===== config.mk =====
export PLATFORM = sky130hd
export DESIGN_NAME = psd_sqrt
export DESIGN_NICKNAME = d
export VERILOG_FILES = /design/src/psd_pkg.sv /design/src/psd_sqrt.sv
export SDC_FILE = /design/constraint.sdc
export NUM_CORES = 1
export LEC_CHECK = 0
export BUFFER_PORTS_ARGS = -buffer_cell sky130_fd_sc_hd__clkbuf_2
export CAP_MARGIN = 20
export CORE_ASPECT_RATIO = 2
export CORE_MARGIN = 1.5
export CORE_UTILIZATION = 55
export CTS_CLUSTER_SIZE = 25
export DETAILED_ROUTE_END_ITERATION = 12
export GPL_TIMING_DRIVEN = 0
export HOLD_SLACK_MARGIN = 0.08
export PLACE_DENSITY = 0.76
export RECOVER_POWER = 100
export SLEW_MARGIN = 0
export SYNTH_ARGS = -nofsm -noshare
export SYNTH_HDL_FRONTEND = slang
export SYNTH_SLANG_ARGS = --single-unit

===== constraint.sdc =====
create_clock -name clock -period 5.5 [get_ports clock]
set_clock_uncertainty 0.05 [all_clocks]
set_input_delay 0.55 -clock clock [delete_from_list [all_inputs] [get_ports clock]]
set_output_delay 0.55 -clock clock [all_outputs]
set_load 0.01 [all_outputs]

===== src/psd_pkg.sv =====
// Shared widths and types for the polygon signed distance block.
package psd_pkg;
   localparam int COORD_BITS = 16;
   localparam int MAX_VERTICES = 256;
   localparam int VTX_AW = $clog2(MAX_VERTICES);
   localparam int CNT_BITS = VTX_AW + 1;
   localparam int DIST_BITS = 18;
   localparam int SQ_BITS = 36;
   localparam int ROOT_BITS = SQ_BITS / 2;
   localparam logic OP_WRITE = 1'b0;
   localparam logic OP_QUERY = 1'b1;

   typedef struct packed {
      logic [CNT_BITS-1:0] vertex_count;
      logic signed_mode;
   } cfg_type;

   typedef struct packed {
      logic signed [COORD_BITS-1:0] x;
      logic signed [COORD_BITS-1:0] y;
   } vertex_type;
endpackage


===== src/psd_sqrt.sv =====
// Iterative rounded square root, one result bit per cycle, saturated magnitude.
module psd_sqrt import psd_pkg::*; (
   input  logic                 clock,
   input  logic                 reset,
   input  logic                 start,
   input  logic [SQ_BITS-1:0]   value,
   output logic                 done,
   output logic [DIST_BITS-2:0] mag
);
   localparam logic [ROOT_BITS:0] MAG_MAX = (ROOT_BITS+1)'((1 << (DIST_BITS-1)) - 1);

   logic                 run_ff, run_in;
   logic                 done_ff, done_in;
   logic [4:0]           k_ff, k_in;
   logic [SQ_BITS-1:0]   x_ff, x_in;
   logic [SQ_BITS-1:0]   r_ff, r_in;
   logic [SQ_BITS-1:0]   bitv;
   logic [SQ_BITS:0]     trial;
   logic [ROOT_BITS:0]   rounded;

   always_comb begin
      run_in = run_ff;
      done_in = 1'b0;
      k_in = k_ff;
      x_in = x_ff;
      r_in = r_ff;
      bitv = SQ_BITS'(1) << {k_ff, 1'b0};
      trial = {1'b0, r_ff} + {1'b0, bitv};
      rounded = (x_ff > r_ff) ? (ROOT_BITS+1)'(r_ff) + 1'b1 : (ROOT_BITS+1)'(r_ff);
      if (start) begin
         run_in = 1'b1;
         k_in = 5'(ROOT_BITS - 1);
         x_in = value;
         r_in = '0;
      end else if (run_ff) begin
         if ({1'b0, x_ff} >= trial) begin
            x_in = x_ff - trial[SQ_BITS-1:0];
            r_in = (r_ff >> 1) + bitv;
         end else begin
            r_in = r_ff >> 1;
         end
         if (k_ff == 5'd0) begin
            run_in = 1'b0;
            done_in = 1'b1;
         end else begin
            k_in = k_ff - 5'd1;
         end
      end
   end

   always_ff @(posedge clock) begin
      if (reset) begin
         run_ff <= 1'b0;
         done_ff <= 1'b0;
      end else begin
         run_ff <= run_in;
         done_ff <= done_in;
      end
      k_ff <= k_in;
      x_ff <= x_in;
      r_ff <= r_in;
   end

   assign done = done_ff;
   assign mag = (rounded > MAG_MAX) ? MAG_MAX[DIST_BITS-2:0] : rounded[DIST_BITS-2:0];
endmodule


==> flow_summary.html <==
<table>
<tr><th>Metric</th><th>Value</th></tr>
<tr><th colspan="2">Layout</th></tr>
<tr><td>Layout cells sized above 1</td><td>between 20% and 30%</td></tr>
<tr><td>Total non-filler cell area in the finished layout</td><td>11,100 um2</td></tr>
<tr><td>Antenna diode count</td><td>0</td></tr>
<tr><td>Area overhead of the layout relative to synthesis</td><td>24.7%</td></tr>
<tr><td>Top library cells by usage in the layout, fill and taps aside</td><td>nand2_1, nor2_1, ha_1</td></tr>
<tr><td>Filler cell count in the final layout</td><td>1,273</td></tr>
<tr><td>Net count, final</td><td>between 1,000 and 1,500</td></tr>
<tr><td>Commonest non-fill, non-tap cell in the layout</td><td>nand2_1</td></tr>
<tr><td>Non-filler instance count after layout</td><td>1,473</td></tr>
<tr><th colspan="2">STA</th></tr>
<tr><td>Post-route minimum period</td><td>between 5 and 6 ns</td></tr>
<tr><td>Worst-margin pin slew</td><td>1.06 ns</td></tr>
<tr><td>Setup violations, final</td><td>41</td></tr>
<tr><td>Final hold violation count</td><td>0</td></tr>
<tr><td>Worst path setup slack after routing</td><td>-0.182 ns</td></tr>
<tr><td>Max-slew headroom at the worst pin</td><td>29.3%</td></tr>
<tr><td>Fin. max-slew vios</td><td>0</td></tr>
<tr><td>Setup repair after global routing missed its margin</td><td>true</td></tr>
<tr><td>Final clock period utilization by the worst path</td><td>103%</td></tr>
<tr><td>Achievable clock frequency</td><td>between 0.15 and 0.2 GHz</td></tr>
<tr><td>Worst hold margin</td><td>0.318 ns</td></tr>
<tr><th colspan="2">Setup path</th></tr>
<tr><td>Most used cell along the critical path</td><td>a31oi_4</td></tr>
<tr><td>Critical path capture point type</td><td>flip-flop</td></tr>
<tr><td>Critical path origin</td><td>k_ff[0]</td></tr>
<tr><td>Max FO, Critical Path</td><td>6</td></tr>
<tr><td>Delay of the slowest critical-path stage</td><td>0.39 ns</td></tr>
<tr><td>Required arrival time at the worst endpoint</td><td>roughly 5.7 ns</td></tr>
<tr><td>FF-to-FF Start</td><td>k_ff[0]</td></tr>
<tr><td>Path depth of the worst reg2reg path</td><td>26</td></tr>
<tr><td>CP startpoint kind</td><td>flip-flop</td></tr>
<tr><td>Arrival time at the worst endpoint</td><td>between 5 and 6 ns</td></tr>
<tr><td>Type of the worst setup path</td><td>flip-flop to flip-flop</td></tr>
<tr><td>Highest-delay cell along the critical path</td><td>o32a_1</td></tr>
<tr><th colspan="2">Synthesis</th></tr>
<tr><td>Total standard cell area after synthesis</td><td>8940 um2</td></tr>
<tr><td>Post-synthesis compound-gate area fraction</td><td>24.5%</td></tr>
<tr><td>Most used flip-flop cell after synthesis</td><td>dfxtp_1</td></tr>
<tr><td>Post-synth EDFFs</td><td>36</td></tr>
<tr><td>Post-synth cell types</td><td>roughly 70</td></tr>
<tr><td>Fraction of registers with async set or reset after synthesis</td><td>0%</td></tr>
<tr><td>Synth Warn #</td><td>0</td></tr>
<tr><td>Adder and majority gate portion of the synthesized area</td><td>16.5%</td></tr>
<tr><td>Xor/xnor cell area share of the yosys netlist</td><td>a little over 9%</td></tr>
<tr><td>Most area-consuming cells after synthesis</td><td>ha_1, edfxtp_1, dfxtp_1</td></tr>
<tr><td>Synth area leader</td><td>ha_1</td></tr>
<tr><td>Portion of synthesized cell area occupied by the leading cell type</td><td>16.0%</td></tr>
<tr><td>Seq/Total Area, Yosys</td><td>~22%</td></tr>
<tr><td>Post-Synthesis Net Count</td><td>1,306</td></tr>
<tr><td>Gate count after technology mapping</td><td>1,152</td></tr>
<tr><td>Area share of and/or/nand/nor cells after synthesis</td><td>21.3%</td></tr>
<tr><td>Post-Syn Area per Cell</td><td>~7.8 um2</td></tr>
<tr><td>Proportion of synthesized area in mux cells</td><td>1.58%</td></tr>
<tr><td>Flop and latch count out of synthesis</td><td>79</td></tr>
<tr><td>Combinational family with the most area after synthesis</td><td>compound AO/OA/AOI/OAI gates</td></tr>
<tr><th colspan="2">Detailed routing</th></tr>
<tr><td>Detailed-router iteration count before antenna repair</td><td>8</td></tr>
<tr><td>Post-detailed-route DRC marker count</td><td>0</td></tr>
<tr><td>Antenna viol nets, final</td><td>0</td></tr>
<tr><td>Initial drt markers</td><td>852</td></tr>
<tr><td>Routed WL per cell</td><td>22.9 um</td></tr>
<tr><td>Vias per Instance</td><td>6.73</td></tr>
<tr><td>Via total after detailed routing</td><td>between 9,000 and 10,000</td></tr>
<tr><td>Total length of routed wires</td><td>between 30,000 and 40,000 um</td></tr>
<tr><th colspan="2">Die</th></tr>
<tr><td>Initial cell density of the core</td><td>56.4%</td></tr>
<tr><td>Number of core rows</td><td>65</td></tr>
<tr><td>Placeable core region</td><td>~16,000 um2</td></tr>
<tr><td>Boundary pin count</td><td>57</td></tr>
<tr><td>Chip Width</td><td>93.1 um</td></tr>
<tr><td>Die area</td><td>17,100 um2</td></tr>
<tr><td>Floorplan die height</td><td>183 um</td></tr>
<tr><th colspan="2">CTS</th></tr>
<tr><td>Latest clock arrival within the worst-skew pair</td><td>0.36 ns</td></tr>
<tr><td>Number of clock sinks</td><td>slightly below 80</td></tr>
<tr><td>Cell at the root of the clock tree</td><td>clkbuf_16</td></tr>
<tr><td>Htree depth</td><td>3</td></tr>
<tr><td>Hold bufs inserted after CTS</td><td>0</td></tr>
<tr><td>Max Root-Sink Buffers</td><td>2</td></tr>
<tr><td>Clock-pin slew reported for the worst setup and hold paths after clock tree synthesis</td><td>0.07 ns</td></tr>
<tr><td>Number of buffers created by CTS</td><td>9</td></tr>
<tr><td>CTS tree</td><td>built</td></tr>
<tr><th colspan="2">Place</th></tr>
<tr><td>Area of placed instances</td><td>9470 um2</td></tr>
<tr><td>Post-Place Cells</td><td>1,408</td></tr>
<tr><td>Port Buf Inserts</td><td>55</td></tr>
<tr><td>Placer's final routability congestion estimate</td><td>0.980</td></tr>
<tr><td>Detailed placement HPWL</td><td>around 23,000 um</td></tr>
<tr><th colspan="2">Global routing</th></tr>
<tr><td>Global-route wire length before repair</td><td>48,100 um</td></tr>
<tr><td>Maximum number of pins on one net before global-route repair</td><td>13</td></tr>
<tr><td>Overall overflow remaining after global route</td><td>0</td></tr>
<tr><td>Antenna violations before repair</td><td>0</td></tr>
<tr><td>Number of global-route vias before repair</td><td>9,475</td></tr>
<tr><td>Overall global routing resource usage</td><td>37.3%</td></tr>
<tr><th colspan="2">Outcome</th></tr>
<tr><td>Run status</td><td>finished, violations left</td></tr>
<tr><td>Violated checks</td><td>negative setup slack</td></tr>
<tr><th colspan="2">Power</th></tr>
<tr><td>Static Leakage</td><td>4.44 nW</td></tr>
<tr><td>Max VDD drop</td><td>0.278 mV</td></tr>
<tr><td>Power Dens Cells</td><td>508 nW/um2</td></tr>
<tr><th colspan="2">Flow run</th></tr>
<tr><td>Max_cap viols</td><td>0</td></tr>
<tr><th colspan="2">Min path</th></tr>
<tr><td>Hold WC Path Type</td><td>input port to flip-flop</td></tr>
<tr><td>Launch instance of the worst min-delay path</td><td>reset</td></tr>
<tr><td>Worst hold path stage count</td><td>2</td></tr>
</table>
## what timing repair did
| action | CTS | global route |
|---|---|---|
| gates resized for setup | 100 | 95 |
| pin swaps | 27 | 44 |
| cloned | 3 | 2 |
| setup endpoints to repair | 94 | 82 |
| setup buffers | 24 | 27 |
## worst paths after layout
kind / end / slack [ns]
min: run_ff / 0.32
max: r_ff[29] / -0.18
min reg2reg: r_ff[22] / 0.54
max reg2reg: r_ff[29] / -0.18
## metrics by stage
step	worst slack (ns)	power [mW]	util [%]	TNS [ns]
after global placement	-2.01	3.94	59.7	-140.38
after global routing	-0.328	5.97	70.3	-10.78
after CTS	0.000145	4.98	66.2	0
final	-0.182	5.67	70.3	-1.76
after detailed placement	-2.05	4.01	59.7	-144.31
after floorplan	0.0149	3.16	-	0
## report_power, final
group	leakage [nW]	internal [mW]	switching [mW]	total (mW)
sequential	0.716	0.854	0.179	1.03
clock	0.140	0.349	0.270	0.619
combinational	3.59	1.72	2.29	4.01
## worst max-delay path, delay by kind of cell, from the launching register on
family                     cells  cell delay, ns
AOI/OAI and AO/OA              8            1.69
DFF                            1            0.38
buffers and inverters          4            0.53
xor gates and xnor gates       1            0.16
adders and majority gates      3            0.80
and+or+nand+nor               10            1.95
## state kept, by name, indices dropped and copies added (netlist names)
name / flops
done: 1
k_ff: 5
r_ff: 36
run_ff: 1
x_ff: 36
## cell type report
| class | count | area, um2 | area share (%) |
|---|---|---|---|
| repair buffers | 107 | 816 | 7.32 |
| multi-input cells | 960 | 7330 | 65.8 |
| plain buffers | 49 | 283 | 2.54 |
| clock inverters | 4 | 46.3 | 0.415 |
| flip-flops and latches | 79 | 1950 | 17.5 |
| inverters | 62 | 233 | 2.09 |
| clock buffers | 11 | 233 | 2.09 |
| well taps | 201 | 251 | 2.26 |
## routing by layer
metal / GRT usage, % / routed length (um) / vias up
li1: - / - / 4485
met1: 36.2 / 11300 / 4617
met2: 65.5 / 16700 / 574
met3: 5.80 / 2240 / 234
met4: 34.5 / 3450 / 0
met5: 0 / 0 / -
## cell families (layout without fill, tap and decap cells)
family                   Yosys count  in the layout
multiplexers                      13             13
XOR/XNOR                          94             94
flip-flops                        79             79
buffers and inverters            115            233
adder cells (fa/ha/maj)          118            118
AO/OA/AOI/OAI                    329            330
AND/OR/NAND/NOR                  404            405
## cell usage after synthesis (35+ instances only)
library cell  number
o21ai_0           71
edfxtp_1          36
inv_1             62
a21oi_1           60
dfxtp_1           43
a31oi_1           38
nor2_1           110
nand2_1          131
xnor2_1           63
ha_1             114
nand3_1           35
clkbuf_1          44
No activity file was read; power rests on OpenSTA's default activity.
