## config.mk

```make
export PLATFORM = sky130hd
export DESIGN_NAME = psd_csr
export DESIGN_NICKNAME = d
export VERILOG_FILES = /design/src/psd_pkg.sv /design/src/psd_csr.sv
export SDC_FILE = /design/constraint.sdc
export NUM_CORES = 1
export LEC_CHECK = 0
export ABC_AREA = 1
export CELL_PAD_IN_SITES_DETAIL_PLACEMENT = 2
export CELL_PAD_IN_SITES_GLOBAL_PLACEMENT = 2
export CORE_MARGIN = 2
export CORE_UTILIZATION = 23
export CTS_BUF_LIST = sky130_fd_sc_hd__clkbuf_8 sky130_fd_sc_hd__clkbuf_16
export CTS_CLUSTER_DIAMETER = 80
export CTS_CLUSTER_SIZE = 20
export DETAILED_ROUTE_END_ITERATION = 8
export DONT_BUFFER_PORTS = 1
export PLACE_DENSITY = 0.76
export SYNTH_ARGS = -nofsm -noshare
export SYNTH_HDL_FRONTEND = slang
export SYNTH_SLANG_ARGS = --single-unit
export TNS_END_PERCENT = 5
```

## constraint.sdc

```tcl
create_clock -name clock -period 0.8 [get_ports clock]
set_input_delay 0.04 -clock clock [delete_from_list [all_inputs] [get_ports clock]]
set_output_delay 0.04 -clock clock [all_outputs]
set_load 0.05 [all_outputs]
```

## src/psd_pkg.sv

```systemverilog
// Shared widths and types for the polygon signed distance block.
package psd_pkg;
   localparam int COORD_BITS = 16;
   localparam int MAX_VERTICES = 256;
   localparam int VTX_AW = $clog2(MAX_VERTICES);
   localparam int CNT_BITS = VTX_AW + 1;
   localparam int DIST_BITS = 18;
   localparam int SQ_BITS = 36;
   localparam int ROOT_BITS = SQ_BITS / 2;
   localparam logic OP_WRITE = 1'b0;
   localparam logic OP_QUERY = 1'b1;

   typedef struct packed {
      logic [CNT_BITS-1:0] vertex_count;
      logic signed_mode;
   } cfg_type;

   typedef struct packed {
      logic signed [COORD_BITS-1:0] x;
      logic signed [COORD_BITS-1:0] y;
   } vertex_type;
endpackage

```

## src/psd_csr.sv

```systemverilog
// Configuration registers behind the APB-style port.
module psd_csr import psd_pkg::*; (
   input  logic        clock,
   input  logic        reset,
   input  logic        psel,
   input  logic        penable,
   input  logic        pwrite,
   input  logic [2:0]  paddr,
   input  logic [31:0] pwdata,
   output logic [31:0] prdata,
   output logic        pready,
   output cfg_type     cfg
);
   localparam logic [2:0] ADDR_VERTEX_COUNT = 3'd0;
   localparam logic [2:0] ADDR_SIGNED_MODE = 3'd4;

   cfg_type cfg_ff;
   cfg_type cfg_in;
   logic    wr;

   assign wr = psel && penable && pwrite;

   always_comb begin
      cfg_in = cfg_ff;
      prdata = '0;
      unique case (paddr)
         ADDR_VERTEX_COUNT: begin
            prdata = {{(32-CNT_BITS){1'b0}}, cfg_ff.vertex_count};
            if (wr) begin
               cfg_in.vertex_count = pwdata[CNT_BITS-1:0];
            end
         end
         ADDR_SIGNED_MODE: begin
            prdata = {31'd0, cfg_ff.signed_mode};
            if (wr) begin
               cfg_in.signed_mode = pwdata[0];
            end
         end
         default: begin
            prdata = '0;
         end
      endcase
   end

   always_ff @(posedge clock) begin
      if (reset) begin
         cfg_ff.vertex_count <= CNT_BITS'(3);
         cfg_ff.signed_mode <= 1'b1;
      end else begin
         cfg_ff <= cfg_in;
      end
   end

   assign pready = 1'b1;
   assign cfg = cfg_ff;
endmodule

```

==> results of run 1 <==
## cell usage in the layout (no fill, tap or decap)
cell                            count
sky130_fd_sc_hd__buf_12            10
sky130_fd_sc_hd__buf_4              7
sky130_fd_sc_hd__buf_6              8
sky130_fd_sc_hd__buf_8              1
sky130_fd_sc_hd__clkbuf_8           3
sky130_fd_sc_hd__clkinv_1           2
sky130_fd_sc_hd__conb_1            24
sky130_fd_sc_hd__dfxtp_2            1
sky130_fd_sc_hd__dfxtp_4            9
sky130_fd_sc_hd__dlygate4sd3_1      2
sky130_fd_sc_hd__inv_1             15
sky130_fd_sc_hd__inv_2              4
sky130_fd_sc_hd__nand2_1           16
sky130_fd_sc_hd__nand2_4            2
sky130_fd_sc_hd__nand3_1           11
sky130_fd_sc_hd__nand3_2            1
sky130_fd_sc_hd__nand4_1            1
sky130_fd_sc_hd__nor2_1            14
sky130_fd_sc_hd__nor2_2             2
sky130_fd_sc_hd__nor2_4             9
sky130_fd_sc_hd__nor2_8             1
sky130_fd_sc_hd__o21ai_0            1
## synth_stat cells (all sizes together)
cell type,number
nand3,12
nor2,26
conb,2
dfxtp,10
buf,24
nand2,18
clkinv,1
nand4,1
o21ai,1
inv,19
## final timing paths
path / from / end / slack (ns) / depth (start not counted)
worst min-delay path: paddr[2] / cfg[0] / -0.002 / 2
worst max register to register: cfg[9] / cfg[9] / 0.05 / 3
worst max-delay path: cfg[5] / prdata[4] / -0.13 / 3
worst min register to register: cfg[1] / cfg[1] / 0.48 / 2
## area by class of cell
type	instances	area share
clock buffer	3	0.03374
tap	44	0.04499
clock inverter	1	0.003067
inverter	20	0.06135
sequential	10	0.1922
multi-input combinational	82	0.3558
timing repair buffer	28	0.3088
## routing by layer
| layer | vias up | part of all wire | global-route usage |
|---|---|---|---|
| met3 | 4 | 0.076 | 0.03412 |
| met5 | - | 0 | 0 |
| met2 | 35 | 0.56 | 0.2407 |
| met1 | 327 | 0.35 | 0.1227 |
| li1 | 347 | - | - |
| met4 | 0 | 0.014 | 0.05590 |
## critical path, delay by kind of cell (launching register included)
family	cells	cell delay [ns]
AND/OR/NAND/NOR	1	0.10
buffers and inverters	2	0.20
flip-flops	1	0.35
## what timing repair did
action / 4_1_cts / 5_1_grt
setup buffers: 1 / 1
resized for setup: 11 / 3
pin swaps: 2 / 4
endpoints found under the hold margin: 3 / 0
setup endpoints to repair: 19 / 16
hold buffers: 2 / 0
## cell families (layout without fill, tap and decap cells)
family	count (synthesis)	count (layout)	share of synthesized area
AOI/OAI and AO/OA	1	1	0.006796
DFF	10	10	0.2721
and+or+nand+nor	57	57	0.3639
other	2	24	0.01021
buffers and inverters	44	52	0.3469
## power groups by stage
stage / combinational, mW / sequential (mW) / clock, mW
after floorplan: 0.446 / 0.517 / 0
after global placement: 0.446 / 0.494 / 0
after detailed placement: 0.453 / 0.495 / 0
after CTS: 0.468 / 0.485 / 0.567
after global routing: 0.494 / 0.486 / 0.598
final: 0.469 / 0.485 / 0.549
## through the flow
step	worst slack (ns)	total power, mW
3_3_place_gp	0.05853	0.9400
4_1_cts	-0.1464	1.520
5_1_grt	-0.1674	1.578
6_report	-0.1303	1.503
3_5_place_dp	0.03290	0.9481
2_1_floorplan	-0.01806	0.9632
==> metrics, run 1 <==
violations in the final reports negative hold slack, negative setup slack; switching power as a share of total power 0.3994; nature of the critical path startpoint flop; total of fill cells in the finished design 374; Pwr Density 1229 nW/um2; Switching Power 0.6003 mW; DP Cell Count 180; number of buffers added by the clock tree synthesis step 3; maximum fanout along the worst path 3; standard cell core area 3053 um2; top-area cell type share of the netlist area 0.2721; multi-input combinational cell area 435.4 um2; number of register bits inferred by synthesis 10; flip-flop count of the largest register, all copies and words added 10; post-route clock skew 0 ns; antenna-violating nets left 0; dominant cell type by area after synthesis sky130_fd_sc_hd__dfxtp_1; die area 3667 um2; Synth Cell Area 735.7 um2; FF/Latch Area 235.2 um2; layout cell share with drive strength beyond 1 0.4028; CTS clk-pin slew, worst paths 0.05 ns; number of clock sinks 10; global-route congestion overflow total 0; num ports 83; initial core utilization 0.2410; Worst path max stage delay 0.35 ns; RSZ-0062 raised after global routing yes; Max rail drop VDD 0.0003617 V; routed vias 713; min-delay worst type in -> reg; routed wirelength normalized by instance count 11.33 um; fraction of power consumed by the clock network 0.365; largest net degree at the start of global routing 11; data arrival time of the critical path 0.89 ns; setup_tns -1.270 ns; routability congestion estimate from global placement 0.6289; mean instance size in the synthesized netlist 6.454 um2; Yosys warning total 0; worst hold slack after final layout -0.001662 ns; Placed Instance Area 1101 um2; clock tree root buffer cell sky130_fd_sc_hd__clkbuf_8; vias in the first global route 761; design area 1224 um2; reported leakage power 0.5770 nW; internal power summed over all cells 0.9030 mW; Via density 3.793; share of total power in sequential cells 0.323; Total Routed Length 2.130 mm; Min Clock Period, post-route 0.9303 ns; number of diodes 0; Vert. Die Dim 60.56 um; non-filler instance count after layout 188; Detail Placement HPWL 1.840 mm; synth top area cells sky130_fd_sc_hd__dfxtp_1 (27%), sky130_fd_sc_hd__buf_4 (24%), sky130_fd_sc_hd__nor2_1 (11%); combinational fraction of design power 0.312; site row count 20; number of hold violations in the final report 1; ratio of final minimum period to clock period 1.163; sequential cell area fraction in the yosys report 0.2721; number of antenna violations at the first check in global routing 0; outcome finished with violations; Iteration-0 DRC Markers 18; post-synthesis cell type count 14; number of remaining DRC errors 0; TritonCTS clock tree done; critical-path cell with the highest stage delay sky130_fd_sc_hd__dfxtp_4; # port buffers 0; list of cells traversed by the critical path inv_1 -> nor2_4 -> buf_12; Crit. End Element output pin; crit path kind reg -> out; Max clock buf depth 2; insertion delay of the later-clocked pin in the worst-skew pair 0.23 ns; net total in the final layout 185; number of max-slew violations in the final report 0; number of search-and-repair iterations in the first detailed-routing pass 3; final setup violation count 12; required time at the worst-slack endpoint 0.76 ns; layout overhead on the synthesized area 66.33%; timing-limited maximum frequency 1.075 GHz; final design utilization 0.4008; gate count of the mapped netlist 114; global routing usage summed across all routing layers 0.1246; worst setup slack after layout -0.1303 ns; Die Width 60.56 um; Clock H-tree levels 1; first-pass GRT wire length 3.291 mm; number of max-capacitance violations reported 0
Note: power is estimated with default switching activity, not from simulation.
==> run 2: changes to the inputs <==
- SKIP_CTS_REPAIR_TIMING: not set -> 1
==> run 2 against run 1 <==
- the flow still finishes with violations (negative hold slack, negative setup slack)
- critical path type unchanged
- register-to-register slack about the same
- global-route usage unchanged
- sequential share of layout area up 0.26 points
- critical endpoint unchanged
==> metrics, run 2 (synthesis gave the netlist of run 1 again) <==
outcome finished with violations; violations in the final reports negative hold slack, negative setup slack; Pwr Density 1241 nW/um2 (+1.0%); number of search-and-repair iterations in the first detailed-routing pass 2 (-1); Detail Placement HPWL 1.840 mm (unchanged); final design utilization 0.3955 (-0.005328); number of buffers added by the clock tree synthesis step 3 (unchanged); register-to-register setup slack 0.05 ns (about the same); Clock H-tree levels 1 (unchanged); min-delay worst type in -> reg; number of max-slew violations in the final report 0 (unchanged); most frequent standard cell in the layout excluding fill and tap cells sky130_fd_sc_hd__conb_1; TritonCTS clock tree done; largest net degree at the start of global routing 11 (unchanged); worst min-delay path startpoint pwdata[0]; number of diodes 0 (unchanged); first-pass GRT wire length 3.256 mm (-1.1%); Total Routed Length 2.154 mm (+1.1%); required time at the worst-slack endpoint 0.76 ns (about the same); final setup violation count 12 (unchanged); initial core utilization 0.2410 (unchanged); destination of the critical timing path prdata[4]; fraction of power consumed by the clock network 0.365 (about the same); non-filler instance count after layout 187 (-0.53%); worst hold slack after final layout -0.006755 ns (-0.005093 ns); # port buffers 0 (unchanged); DP Cell Count 180 (unchanged); global routing usage summed across all routing layers 0.1246 (unchanged); layout cell share with drive strength beyond 1 0.3916 (-0.01117); number of remaining DRC errors 0 (unchanged); global-route congestion overflow total 0 (unchanged); reported leakage power 0.5683 nW (-1.5%); number of clock sinks 10 (unchanged); share of total power in sequential cells 0.324 (about the same); timing-limited maximum frequency 1.064 GHz (-0.98%); RR Endpoint cfg[9]; switching power as a share of total power 0.3987 (-0.0006286); Worst Setup SP cfg[5]; post-route clock skew 0 ns (unchanged); Switching Power 0.5975 mW (-0.47%); number of antenna violations at the first check in global routing 0 (unchanged); ratio of final minimum period to clock period 1.174 (+0.01150); clock tree root buffer cell sky130_fd_sc_hd__clkbuf_8; Placed Instance Area 1101 um2 (unchanged); setup_tns -1.211 ns (+0.05911 ns); maximum fanout along the worst path 3 (unchanged); commonest non-fill, non-tap cells in the layout sky130_fd_sc_hd__conb_1 (24), sky130_fd_sc_hd__nand2_1 (16), sky130_fd_sc_hd__inv_1 (15); site row count 20 (unchanged); WHS Path Cells 2 (unchanged); number of max-capacitance violations reported 0 (unchanged); Vert. Die Dim 60.56 um (unchanged); Pwr Total 1.499 mW (-0.31%); nature of the critical path startpoint flop; antenna-violating nets left 0 (unchanged); Max clock buf depth 2 (unchanged); Max rail drop VDD 0.0003659 V (+1.2%); data arrival time of the critical path 0.90 ns (about the same); design area 1207 um2 (-1.3%); routability congestion estimate from global placement 0.6289 (unchanged); combinational fraction of design power 0.311 (about the same); crit path kind reg -> out; flip-flop count of the largest register, all copies and words added 10 (unchanged); Crit. End Element output pin; Die Width 60.56 um (unchanged); worst reg2reg path startpoint cfg[9]; RSZ-0062 raised after global routing yes; routed wirelength normalized by instance count 11.52 um (+1.7%); routed vias 716 (+0.42%); layout overhead on the synthesized area 64.12%; num ports 83 (unchanged); internal power summed over all cells 0.9011 mW (-0.21%); net total in the final layout 184 (-0.54%); Via density 3.829 (+0.96%); standard cell core area 3053 um2 (unchanged); insertion delay of the later-clocked pin in the worst-skew pair 0.23 ns (about the same); Min Clock Period, post-route 0.9395 ns (+0.009204 ns); vias in the first global route 749 (-1.6%); die area 3667 um2 (unchanged); Iteration-0 DRC Markers 16 (-2); FF-to-FF path depth 3 (unchanged); worst setup slack after layout -0.1395 ns (-0.009204 ns); CTS clk-pin slew, worst paths 0.05 ns (about the same); number of hold violations in the final report 1 (unchanged)
run 2: cell count changes in the layout (fill, tap and decap cells not counted), sizes merged:
| cell | delta |
|---|---|
| buf | -1 |
run 2: area by class of cell:
type                            count  area, um2
Clock buffer                        3      41.29
Clock inverter                      1      3.754
Fill cell                         377       1846
Inverter                           20      75.07
Multi-Input combinational cell     82      430.4
Sequential cell                    10      235.2
Tap cell                           44      55.05
Timing Repair Buffer               27      366.6
run 2: per-layer routing:
metal	global-route usage	vias to the layer above	wire length (um)
met5	0	-	0
met2	0.2438	36	1192
met3	0.03198	4	161
met4	0.05590	0	29
met1	0.1214	328	771
li1	-	348	-
run 2: how the worst min path moves through the flow:
stage	end	slack, ns
after floorplan	cfg[2]	0.17
after global placement	cfg[2]	0.17
after detailed placement	cfg[1]	0.18
after CTS	cfg[1]	-0.07
after global routing	cfg[0]	0.01
final	cfg[0]	-0.007
run 2: through the flow:
step                setup slack, ns  hold slack, ns
floorplan                  -0.01806          0.1654
global placement            0.05853          0.1696
detailed placement          0.03290          0.1751
CTS                         -0.1617        -0.06775
global route                -0.1788        0.009773
finish                      -0.1395       -0.006755
run 2: critical path: stages, from the launching register on:
cell and delay (ns):
sky130_fd_sc_hd__dfxtp_4 0.37, sky130_fd_sc_hd__inv_2 0.05, sky130_fd_sc_hd__nor2_4 0.10, sky130_fd_sc_hd__buf_12 0.14
run 2: power by group through the flow:
stage	clock network [mW]	logic, mW	registers (mW)
after CTS	0.567	0.453	0.484
after detailed placement	0	0.453	0.495
final	0.547	0.466	0.486
after floorplan	0	0.446	0.517
after global placement	0	0.446	0.494
after global routing	0.598	0.491	0.486
==> run 3: changes to the inputs <==
- CORE_UTILIZATION: 23 -> 24
- CTS_BUF_LIST: sky130_fd_sc_hd__clkbuf_8 sky130_fd_sc_hd__clkbuf_16 -> sky130_fd_sc_hd__clkbuf_8
- PLACE_DENSITY: 0.76 -> 0.78
- RECOVER_POWER: not set -> 50
==> run 3 against run 2 <==
- the run ends with negative setup slack left
- clock power about the same
- worst hold slack better by 0.022 ns
- fmax up 1.3%
- global-route usage up 1.1 points
==> metrics, run 3 (synthesis gave the netlist of run 1 again) <==
outcome finished with violations; violations in the final reports negative setup slack; crit path kind reg -> out; TritonCTS clock tree done; required time at the worst-slack endpoint 0.76 ns (about the same); data arrival time of the critical path 0.89 ns (about the same); Via density 4.131 (+7.9%); commonest non-fill, non-tap cells in the layout sky130_fd_sc_hd__conb_1 (24), sky130_fd_sc_hd__inv_1 (15), sky130_fd_sc_hd__nand2_1 (15), sky130_fd_sc_hd__nor2_1 (15), sky130_fd_sc_hd__nand3_1 (11); num ports 83 (unchanged); worst min-delay path startpoint pwdata[0]; Placed Instance Area 1087 um2 (-1.3%); Pwr Density 1264 nW/um2 (+1.8%); CTS clk-pin slew, worst paths 0.05 ns (about the same); # port buffers 0 (unchanged); Hold Path End cfg[0]; insertion delay of the later-clocked pin in the worst-skew pair 0.23 ns (about the same); non-filler instance count after layout 175 (-6.4%); fraction of power consumed by the clock network 0.365 (about the same); WHS Path Cells 2 (unchanged); Crit. End Element output pin; register-to-register setup slack 0.14 ns (+0.09 ns); total of fill cells in the finished design 358 (-5.0%); largest net degree at the start of global routing 11 (unchanged); share of total power in sequential cells 0.324 (about the same); number of hold violations in the final report 0 (-1); internal power summed over all cells 0.8987 mW (-0.26%); die area 3524 um2 (-3.9%); Max rail drop VDD 0.0003276 V (-10%); initial core utilization 0.2471 (+0.006075); final setup violation count 11 (-1); global-route congestion overflow total 0 (unchanged); Clock H-tree levels 1 (unchanged); nature of the critical path startpoint flop; Pwr Total 1.499 mW (about the same); Iteration-0 DRC Markers 3 (-13); flip-flop count of the largest register, all copies and words added 10 (unchanged); standard cell core area 2978 um2 (-2.5%); number of buffers added by the clock tree synthesis step 3 (unchanged); net total in the final layout 183 (-0.54%); FF/Latch Area 235.2 um2 (unchanged); worst reg2reg path startpoint cfg[0]; most frequent standard cell in the layout excluding fill and tap cells sky130_fd_sc_hd__conb_1; post-route clock skew 0 ns (unchanged); maximum fanout along the worst path 3 (unchanged); Total Routed Length 2.167 mm (+0.60%); routed wirelength normalized by instance count 12.38 um (+7.5%); min-delay worst type in -> reg; first-pass GRT wire length 3.470 mm (+6.6%); global routing usage summed across all routing layers 0.1356 (+0.01097); switching power as a share of total power 0.4004 (+0.001629); number of max-capacitance violations reported 0 (unchanged); layout overhead on the synthesized area 61.22%; Die Width 59.37 um (-2.0%); multi-input combinational cell area 435.4 um2 (+1.2%); reported leakage power 0.5611 nW (-1.3%); routed vias 723 (+0.98%); timing-limited maximum frequency 1.079 GHz (+1.3%); Switching Power 0.6000 mW (+0.42%); layout cell share with drive strength beyond 1 0.3944 (+0.002758); worst setup slack after layout -0.1271 ns (+0.01240 ns); RSZ-0062 raised after global routing yes; number of diodes 0 (unchanged); clock tree root buffer cell sky130_fd_sc_hd__clkbuf_8; FF-to-FF path depth 2 (-1); Detail Placement HPWL 1.909 mm (+3.7%); routability congestion estimate from global placement 0.6474 (+2.9%); combinational fraction of design power 0.310 (about the same); Max clock buf depth 2 (unchanged); number of clock sinks 10 (unchanged); number of remaining DRC errors 0 (unchanged); number of max-slew violations in the final report 0 (unchanged); antenna-violating nets left 0 (unchanged); vias in the first global route 767 (+2.4%); DP Cell Count 169 (-6.1%); pre-CTS setup slack -0.01001 ns (-0.04291 ns); number of antenna violations at the first check in global routing 0 (unchanged); Vert. Die Dim 59.37 um (-2.0%); design area 1186 um2 (-1.8%); Min Clock Period, post-route 0.9271 ns (-0.01240 ns); site row count 20 (unchanged); number of search-and-repair iterations in the first detailed-routing pass 2 (unchanged); RR Endpoint cfg[0]; ratio of final minimum period to clock period 1.159 (-0.01549)
==> run 3: cell count changes in the layout (fill, tap and decap cells not counted) <==
cell                       previous run  this run
sky130_fd_sc_hd__nor2_1              14        15
sky130_fd_sc_hd__nor2_2               2         1
sky130_fd_sc_hd__nand2_1             16        15
sky130_fd_sc_hd__nand3_1             12        11
sky130_fd_sc_hd__nand2_2              0         1
sky130_fd_sc_hd__nand3_2              0         1
sky130_fd_sc_hd__buf_4                7         4
sky130_fd_sc_hd__clkbuf_2             0         2
==> run 3: metrics by stage <==
step	util	setup TNS [ns]	hold slack [ns]
floorplan	-	-0.1383	0.1654
global placement	0.3651	0	0.1692
detailed placement	0.3651	-0.01888	0.1798
CTS	0.3803	-1.266	-0.05903
global route	0.3983	-1.506	0.04176
finish	0.3983	-1.050	0.01506
==> run 3: power groups by stage <==
stage / logic [mW] / registers (mW) / clock network (mW)
4_1_cts: 0.456 / 0.484 / 0.555
6_report: 0.465 / 0.486 / 0.548
3_3_place_gp: 0.446 / 0.494 / 0
2_1_floorplan: 0.446 / 0.517 / 0
3_5_place_dp: 0.455 / 0.495 / 0
5_1_grt: 0.491 / 0.486 / 0.592
==> run 3: cell type report <==
cell class	count	share of cell area
multi-input cells	82	0.3671
repair buffers	26	0.2985
flip-flops and latches	10	0.1983
inverters	20	0.06329
clock buffers	3	0.03481
well taps	33	0.03481
clock inverters	1	0.003165
==> run 3: worst max path at each step <==
stage          startpoint         to  slack (ns)  depth (start not counted)
2_1_floorplan      cfg[4]  prdata[3]       -0.02                          2
3_3_place_gp     paddr[0]     cfg[8]        0.06                          7
4_1_cts            cfg[3]  prdata[2]       -0.13                          3
6_report           cfg[5]  prdata[4]       -0.13                          3
5_1_grt            cfg[5]  prdata[4]       -0.17                          3
3_5_place_dp     paddr[0]     cfg[7]       -0.01                          7
==> run 3: layer usage <==
metal,global-route usage,wire [um],vias to the layer above
li1,-,-,347
met1,0.1233,720,338
met2,0.2732,1273,34
met3,0.03493,149,4
met4,0.05844,24,0
met5,0,0,-
==> run 3: critical path: stages, from the launching register on <==
cell and delay [ns]:
sky130_fd_sc_hd__dfxtp_4 0.35, sky130_fd_sc_hd__inv_2 0.04, sky130_fd_sc_hd__nor2_4 0.11, sky130_fd_sc_hd__buf_12 0.14
